## src/rtl/mbp_pkg.sv

```systemverilog
// ----------------------------------------------------------------------------
// mbp_pkg
// Shared types and constants for the row-to-page bitmap transposer.
// ----------------------------------------------------------------------------
package mbp_pkg;

    localparam int PANEL_WIDTH  = 128;
    localparam int PANEL_HEIGHT = 64;
    localparam int ROW_BYTES    = PANEL_WIDTH / 8;
    localparam int COL_AW       = $clog2(ROW_BYTES);
    localparam int PAGE_ROWS    = 8;
    localparam int WORD_W       = PAGE_ROWS * 8;

    localparam logic [5:0] PAGE_MASK = 6'h38;
    localparam logic [2:0] LAST_SUB  = 3'd7;

    typedef enum logic [1:0] {
        REG_FIRST_COLUMN = 2'd0,
        REG_LAST_COLUMN  = 2'd1,
        REG_FIRST_ROW    = 2'd2,
        REG_LAST_ROW     = 2'd3
    } cfg_reg_t;

    typedef struct packed {
        logic [7:0] src_byte;
        logic [5:0] row_index;
        logic [3:0] byte_column;
    } in_item_t;

    typedef struct packed {
        logic [7:0] page_byte;
        logic [2:0] page_number;
        logic [6:0] pixel_column;
        logic       run_last;
    } out_item_t;

    typedef struct packed {
        logic [6:0] first_column;
        logic [6:0] last_column;
        logic [5:0] first_row;
        logic [5:0] last_row;
    } cfg_t;

    typedef struct packed {
        logic [WORD_W-1:0] word;
        logic [7:0]        keep;
        logic [2:0]        page_number;
        logic [3:0]        byte_column;
    } page_load_t;

endpackage

```

## src/rtl/mbp_ram.sv

```systemverilog
// ----------------------------------------------------------------------------
// mbp_ram
// Generic single-write, single-read RAM with a registered read port.
// ----------------------------------------------------------------------------
module mbp_ram #(
    parameter int WIDTH = 8,
    parameter int DEPTH = 16
) (
    input  logic                     clk,
    input  logic                     we,
    input  logic [$clog2(DEPTH)-1:0] waddr,
    input  logic [WIDTH-1:0]         wdata,
    input  logic                     re,
    input  logic [$clog2(DEPTH)-1:0] raddr,
    output logic [WIDTH-1:0]         rdata
);

    logic [WIDTH-1:0] mem_reg [DEPTH];
    logic [WIDTH-1:0] rdata_reg;

    always_ff @(posedge clk)
    begin
        if (we)
        begin
            mem_reg[waddr] <= wdata;
        end
        if (re)
        begin
            rdata_reg <= mem_reg[raddr];
        end
    end

    assign rdata = rdata_reg;

endmodule

```

## src/rtl/mbp_merge.sv

```systemverilog
// ----------------------------------------------------------------------------
// mbp_merge
// Line store read-modify-write: read the column word, merge the row byte,
// write back, and hand last-row words to the page serializer.
// ----------------------------------------------------------------------------
module mbp_merge (
    input  logic                clk,
    input  logic                rst_n,
    input  logic                in_valid,
    output logic                in_ready,
    input  mbp_pkg::in_item_t   in_item,
    input  mbp_pkg::cfg_t       cfg,
    output logic                load_valid,
    input  logic                load_ready,
    output mbp_pkg::page_load_t load
);
    import mbp_pkg::*;

    logic                s1_valid_reg, s1_valid_next;
    in_item_t            s1_item_reg;
    logic                fwd_valid_reg;
    logic [COL_AW-1:0]   fwd_addr_reg;
    logic [WORD_W-1:0]   fwd_data_reg;

    logic                in_take;
    logic                in_keep;
    logic [5:0]          area_top;
    logic [5:0]          area_bottom;
    logic [WORD_W-1:0]   rdata;
    logic [WORD_W-1:0]   base_word;
    logic [WORD_W-1:0]   merged_word;
    logic [7:0]          keep_mask;
    logic [6:0]          pix_x;
    logic                needs_out;
    logic                s1_adv;
    logic [COL_AW-1:0]   s1_addr;

    assign area_top    = cfg.first_row & PAGE_MASK;
    assign area_bottom = (cfg.last_row & PAGE_MASK) + 6'd7;

    assign in_keep = (int'(in_item.row_index) < PANEL_HEIGHT)
                  && (int'(in_item.byte_column) < ROW_BYTES)
                  && (in_item.row_index >= area_top)
                  && (in_item.row_index <= area_bottom);

    assign in_take = in_valid && in_ready;
    assign s1_addr = s1_item_reg.byte_column[COL_AW-1:0];

    mbp_ram #(
        .WIDTH (WORD_W),
        .DEPTH (ROW_BYTES)
    ) u_line_store (
        .clk   (clk),
        .we    (s1_adv),
        .waddr (s1_addr),
        .wdata (merged_word),
        .re    (in_take),
        .raddr (in_item.byte_column[COL_AW-1:0]),
        .rdata (rdata)
    );

    assign base_word = (fwd_valid_reg && fwd_addr_reg == s1_addr) ? fwd_data_reg : rdata;

    always_comb
    begin
        for (int k = 0; k < PAGE_ROWS; k++)
        begin
            if (k == int'(s1_item_reg.row_index[2:0]))
            begin
                merged_word[8*k +: 8] = s1_item_reg.src_byte;
            end
            else
            begin
                merged_word[8*k +: 8] = base_word[8*k +: 8];
            end
        end
    end

    always_comb
    begin
        keep_mask = '0;
        pix_x     = '0;
        for (int b = 0; b < 8; b++)
        begin
            pix_x        = {s1_item_reg.byte_column, 3'(b)};
            keep_mask[b] = (pix_x >= cfg.first_column) && (pix_x <= cfg.last_column)
                        && (int'(pix_x) < PANEL_WIDTH);
        end
    end

    assign needs_out  = (s1_item_reg.row_index[2:0] == LAST_SUB) && (keep_mask != '0);
    assign load_valid = s1_valid_reg && needs_out;
    assign s1_adv     = s1_valid_reg && (!needs_out || load_ready);
    assign in_ready   = !s1_valid_reg || s1_adv;

    assign load.word        = merged_word;
    assign load.keep        = keep_mask;
    assign load.page_number = s1_item_reg.row_index[5:3];
    assign load.byte_column = s1_item_reg.byte_column;

    always_comb
    begin
        s1_valid_next = s1_valid_reg;
        if (in_take && in_keep)
        begin
            s1_valid_next = 1'b1;
        end
        else if (s1_adv)
        begin
            s1_valid_next = 1'b0;
        end
    end

    always_ff @(posedge clk or negedge rst_n)
    begin
        if (!rst_n)
        begin
            s1_valid_reg  <= 1'b0;
            fwd_valid_reg <= 1'b0;
        end
        else
        begin
            s1_valid_reg <= s1_valid_next;
            if (s1_adv)
            begin
                fwd_valid_reg <= 1'b1;
            end
        end
    end

    always_ff @(posedge clk)
    begin
        if (in_take)
        begin
            s1_item_reg <= in_item;
        end
        if (s1_adv)
        begin
            fwd_addr_reg <= s1_addr;
            fwd_data_reg <= merged_word;
        end
    end

endmodule

```

## src/rtl/mbp_serial.sv

```systemverilog
// ----------------------------------------------------------------------------
// mbp_serial
// Page serializer: hold one column word and send one page byte per kept column.
// ----------------------------------------------------------------------------
module mbp_serial (
    input  logic                clk,
    input  logic                rst_n,
    input  logic                load_valid,
    output logic                load_ready,
    input  mbp_pkg::page_load_t load,
    output logic                out_valid,
    input  logic                out_ready,
    output mbp_pkg::out_item_t  out_item
);
    import mbp_pkg::*;

    logic [WORD_W-1:0] ex_word_reg;
    logic [7:0]        ex_mask_reg, ex_mask_next;
    logic [2:0]        ex_page_reg;
    logic [3:0]        ex_col_reg;

    logic [2:0]        sel;
    logic [7:0]        mask_rest;
    logic              out_take;
    logic              is_last;
    logic [7:0]        col_bits;

    always_comb
    begin
        sel = '0;
        for (int b = 7; b >= 0; b--)
        begin
            if (ex_mask_reg[b])
            begin
                sel = 3'(b);
            end
        end
    end

    assign mask_rest = ex_mask_reg & (ex_mask_reg - 8'd1);
    assign is_last   = (mask_rest == '0);
    assign out_valid = (ex_mask_reg != '0);
    assign out_take  = out_valid && out_ready;
    assign load_ready = !out_valid || (out_ready && is_last);

    always_comb
    begin
        for (int k = 0; k < PAGE_ROWS; k++)
        begin
            col_bits[k] = ex_word_reg[8*k + 7 - int'(sel)];
        end
    end

    assign out_item.page_byte    = col_bits;
    assign out_item.page_number  = ex_page_reg;
    assign out_item.pixel_column = {ex_col_reg, sel};
    assign out_item.run_last     = is_last;

    always_comb
    begin
        ex_mask_next = ex_mask_reg;
        if (load_valid && load_ready)
        begin
            ex_mask_next = load.keep;
        end
        else if (out_take)
        begin
            ex_mask_next = mask_rest;
        end
    end

    always_ff @(posedge clk or negedge rst_n)
    begin
        if (!rst_n)
        begin
            ex_mask_reg <= '0;
        end
        else
        begin
            ex_mask_reg <= ex_mask_next;
        end
    end

    always_ff @(posedge clk)
    begin
        if (load_valid && load_ready)
        begin
            ex_word_reg <= load.word;
            ex_page_reg <= load.page_number;
            ex_col_reg  <= load.byte_column;
        end
    end

    a_load_mask: assert property (@(posedge clk) disable iff (!rst_n)
        load_valid && load_ready |=> ex_mask_reg == $past(load.keep))
        else $error("serializer did not take the loaded column mask");

    a_run_continues: assert property (@(posedge clk) disable iff (!rst_n)
        out_valid && out_ready && !out_item.run_last |=> out_valid)
        else $error("page run ended before its last item");

    a_col_ascending: assert property (@(posedge clk) disable iff (!rst_n)
        out_valid && out_ready && !out_item.run_last
        |=> out_item.pixel_column > $past(out_item.pixel_column))
        else $error("page columns not ascending within a run");

    a_load_gap: assert property (@(posedge clk) disable iff (!rst_n)
        load_ready |-> !out_valid || (out_ready && out_item.run_last))
        else $error("serializer reloaded during a run");

endmodule

```

## src/rtl/mono_bitmap_to_page_bytes.sv

```systemverilog
// ----------------------------------------------------------------------------
// mono_bitmap_to_page_bytes
// Row-major 1 bpp bytes in, vertical page bytes out through an 8-row store.
// ----------------------------------------------------------------------------
// Output: a last-row item is held in the merge stage register, then its page
//   word is loaded into the serializer, which offers the first page byte.
// Throughput: one item per cycle unless a last-row item must wait; the
//   serializer stays busy until it has sent each page byte (up to eight).
// Line store: one column word per byte column, read-modify-write, one access
//   each per cycle. Reset clears control and config, not the store.
module mono_bitmap_to_page_bytes (
    input  logic               clk,
    input  logic               rst_n,
    input  logic               in_valid,
    output logic               in_ready,
    input  mbp_pkg::in_item_t  in_item,
    output logic               out_valid,
    input  logic               out_ready,
    output mbp_pkg::out_item_t out_item,
    input  logic               cfg_valid,
    output logic               cfg_ready,
    input  mbp_pkg::cfg_reg_t  cfg_index,
    input  logic [6:0]         cfg_data
);
    import mbp_pkg::*;

    cfg_t       cfg_reg, cfg_next;
    logic       load_valid;
    logic       load_ready;
    page_load_t load;

    assign cfg_ready = 1'b1;

    always_comb
    begin
        cfg_next = cfg_reg;
        if (cfg_valid)
        begin
            unique case (cfg_index)
                REG_FIRST_COLUMN: cfg_next.first_column = cfg_data;
                REG_LAST_COLUMN:  cfg_next.last_column  = cfg_data;
                REG_FIRST_ROW:    cfg_next.first_row    = cfg_data[5:0];
                REG_LAST_ROW:     cfg_next.last_row     = cfg_data[5:0];
                default:          cfg_next = cfg_reg;
            endcase
        end
    end

    always_ff @(posedge clk or negedge rst_n)
    begin
        if (!rst_n)
        begin
            cfg_reg.first_column <= 7'd0;
            cfg_reg.last_column  <= 7'd127;
            cfg_reg.first_row    <= 6'd0;
            cfg_reg.last_row     <= 6'd63;
        end
        else
        begin
            cfg_reg <= cfg_next;
        end
    end

    mbp_merge u_merge (
        .clk        (clk),
        .rst_n      (rst_n),
        .in_valid   (in_valid),
        .in_ready   (in_ready),
        .in_item    (in_item),
        .cfg        (cfg_reg),
        .load_valid (load_valid),
        .load_ready (load_ready),
        .load       (load)
    );

    mbp_serial u_serial (
        .clk        (clk),
        .rst_n      (rst_n),
        .load_valid (load_valid),
        .load_ready (load_ready),
        .load       (load),
        .out_valid  (out_valid),
        .out_ready  (out_ready),
        .out_item   (out_item)
    );

endmodule
```

## config.mk

```make
export PLATFORM = sky130hd
export DESIGN_NAME = mono_bitmap_to_page_bytes
export DESIGN_NICKNAME = d
export VERILOG_FILES = /design/src/rtl/mbp_pkg.sv /design/src/rtl/mbp_ram.sv /design/src/rtl/mbp_merge.sv /design/src/rtl/mbp_serial.sv /design/src/rtl/mono_bitmap_to_page_bytes.sv
export SDC_FILE = /design/constraint.sdc
export NUM_CORES = 1
export LEC_CHECK = 0
export BUFFER_PORTS_ARGS = -buffer_cell sky130_fd_sc_hd__buf_4
export CAP_MARGIN = 10
export CORE_MARGIN = 2
export CORE_UTILIZATION = 35
export CTS_BUF_LIST = sky130_fd_sc_hd__clkbuf_8
export CTS_CLUSTER_SIZE = 10
export DETAILED_ROUTE_END_ITERATION = 8
export HOLD_SLACK_MARGIN = 0.06
export MAX_ROUTING_LAYER = met4
export PLACE_DENSITY_LB_ADDON = 0.05
export SLEW_MARGIN = 10
export SYNTH_ARGS = -nofsm -noshare
export SYNTH_HDL_FRONTEND = slang
export SYNTH_HIERARCHICAL = 1
export SYNTH_SLANG_ARGS = --single-unit
export TNS_END_PERCENT = 1
```

## constraint.sdc

```tcl
create_clock -name clk -period 10.9 [get_ports clk]
set_clock_uncertainty 0.05 [all_clocks]
set_input_delay 1.09 -clock clk [delete_from_list [all_inputs] [get_ports clk]]
set_output_delay 1.09 -clock clk [all_outputs]
set_load 0.005 [all_outputs]
```

==> impl_metrics.toml <==
[global_route]
grt_pass1_vias = 26296
grt_usage = 0.1964
grt_max_degree = 97
antenna_found_initial = 5
grt_overflow = 0
grt_pass1_wl_mm = 193.4

[routing]
drt-initial-drc-count = 1696
routed_wl_mm = 134.8
drtAntennaViolNets = 0
drc = 0
wire_per_inst_um = 28.96
firstDrtPassIters = 5
avgViaCountPerCell = 5.218
vias = 24295

[placed_design]
portBuffers = 52
placed_cell_area_mm2 = 0.05231
gp_congestion = 0.7846
hpwlAfterDp_mm = 73.32
dp_slack_ps = 5043

[setup_path]
reg2reg_depth = 11
crit_path_end_kind = "flip-flop"
rr_startpoint = "u_merge/s1_addr[0]"
crit_required_ps = 11320
rrSetupSlack_ps = 5020
startpoint_type = "flip-flop"
r2r_end = "u_merge/u_line_store/mem_reg[11][19]"
path_class = "flip-flop to flip-flop"
critPathArrivalTime_ps = 6300
path_max_fanout = 38

[power]
ir_worst_vdd_mv = 0.1109
pwr_density_cell_mw_per_mm2 = 192.7
leakage_nw = 18.14

[floorplanning]
rows = 137
dieWidth_um = 379.2
start_util = 0.3527
die_height_um = 379.2
core_area_mm2 = 0.1397
die_area_mm2 = 0.1438
io_pins = 54

[clocking]
cts-root-buf = "clkbuf_8"
clkSinkCount = 1275
cts_buffers = 217
clkTransAtPathRegs_ps = 60
postCtsSetupBuffers = 0
cts_buffer_depth = 3
clock_latency_ps = 900
cts_tree = "yes"
cts_max_level = 4

[cells_and_area]
area_growth_pct = 14.32
drive_gt1_frac = 0.2796
fillCellCount = 12445
nNetsFinal = 2646
largest_reg_flops = 1024
final_util = 0.4032
fin_area_mm2 = 0.05633

[timing]
hold_viol = 0
drv_slew = 0
fin_crit_sh = 0.5390
tns_ps = 0
fmax_mhz = 170.2
worst_pin_slew_ps = 1209
relSlewSlack = 0.1921
rsz0062_at_grt = "no"
setup_viol = 0
fin_crit_ps = 5875
finalWorstSetupSlack_ps = 5025

[synthesis]
syn-cell-area_mm2 = 0.04928
avgSynthCellArea_um2 = 20.82
syn_nets = 2415
syn_inst = 2367
synth-warning-count = 6

[worst_hold_path]
hold_depth = 1
hold_path_end = "u_merge/s1_item_reg[11]"
hold_class = "primary input to flip-flop"
hold_start = "in_item[11]"

[run]
cap_violations = 0

[status]
outcome = "completed"
## area by class of cell
type	instances	area, µm²	area share
flip-flops and latches	1275	38150	0.6772
clock buffers	220	3028	0.05375
clock inverters	176	957.2	0.01699
diodes	5	12.51	0.0002221
multi-input cells	929	10570	0.1875
repair buffers	153	1191	0.02114
inverters	22	82.58	0.001466
well taps	1876	2347	0.04167
## report_power, final
part           switching, W  internal [W]  total [W]
combinational      0.000785      0.000378    0.00116
clock               0.00193       0.00204    0.00397
sequential        0.0000617       0.00566    0.00572
total               0.00278       0.00808     0.0109
## timing repair
| item | 4_1_cts | 5_1_grt |
|---|---|---|
| hold endpoints to repair | 20 | 0 |
| endpoints found under the setup margin | 0 | 0 |
| gates resized for setup | 0 | 0 |
| hold buffers | 1 | 0 |
## per-stage QoR
| stage | power (W) | hold WS (ps) | instances |
|---|---|---|---|
| after floorplan | 0.006442 | 386.7 | 2367 |
| after global placement | 0.006994 | 353.6 | 4254 |
| after detailed placement | 0.007008 | 360.1 | 4254 |
| after CTS | 0.01104 | 203.9 | 4651 |
| after global routing | 0.01131 | 232.3 | 4654 |
| final | 0.01085 | 327.0 | 4656 |
## worst max path at each step
stage / from / end / slack, ps / depth (start not counted)
2_1_floorplan: u_merge/s1_addr[2] / u_merge/u_line_store/mem_reg[0][0] / 1840 / 10
3_3_place_gp: u_merge/s1_addr[0] / u_merge/u_line_store/mem_reg[9][14] / 5130 / 11
3_5_place_dp: u_merge/s1_addr[0] / u_merge/u_line_store/mem_reg[9][8] / 5040 / 11
4_1_cts: u_merge/s1_addr[0] / u_merge/u_line_store/mem_reg[9][19] / 4970 / 11
5_1_grt: u_merge/s1_addr[0] / u_merge/u_line_store/mem_reg[9][19] / 4730 / 11
6_report: u_merge/s1_addr[0] / u_merge/u_line_store/mem_reg[11][19] / 5020 / 11
## critical path: stages, from the launching register on
cell and delay (ps):
edfxtp_1 700, inv_1 140, ha_1 350, nand4_4 180, nor4_1 290, o211ai_1 150
a221oi_2 260, and4b_1 370, a21o_4 490, nand3b_1 520, nor2_4 1080, buf_4 790
## placed cells by master, fill, tap and decap left out, types with 5 or more instances in the layout
| cell | instances |
|---|---|
| nand2_1 | 111 |
| ha_1 | 16 |
| a21oi_1 | 23 |
| o21ai_1 | 19 |
| clkinvlp_4 | 7 |
| bufinv_16 | 7 |
| a211oi_1 | 33 |
| a22oi_1 | 128 |
| nand3_1 | 7 |
| mux4_2 | 256 |
| mux2i_1 | 65 |
| nor4_1 | 9 |
| nand3b_1 | 7 |
| mux2_2 | 20 |
| dfstp_2 | 10 |
| dfrtp_1 | 20 |
| nor3_1 | 5 |
| clkinv_1 | 66 |
| a22o_1 | 5 |
| nor2_4 | 13 |
| o21ai_2 | 6 |
| nor2b_1 | 5 |
| clkinv_2 | 27 |
| buf_4 | 148 |
| o21ai_0 | 22 |
| nor2_1 | 43 |
| nand2b_1 | 6 |
| and3_1 | 35 |
| edfxtp_1 | 1245 |
| clkbuf_8 | 220 |
| inv_1 | 85 |
| a21oi_2 | 22 |
| diode_2 | 5 |
## metal layers
metal,global-route usage,up-vias,share of wire
li1,-,10359,-
met1,0.2502,13172,0.43
met2,0.3244,551,0.50
met3,0.03249,213,0.039
met4,0.05720,0,0.022
met5,-,-,0
(Power assumes the default switching activity.)
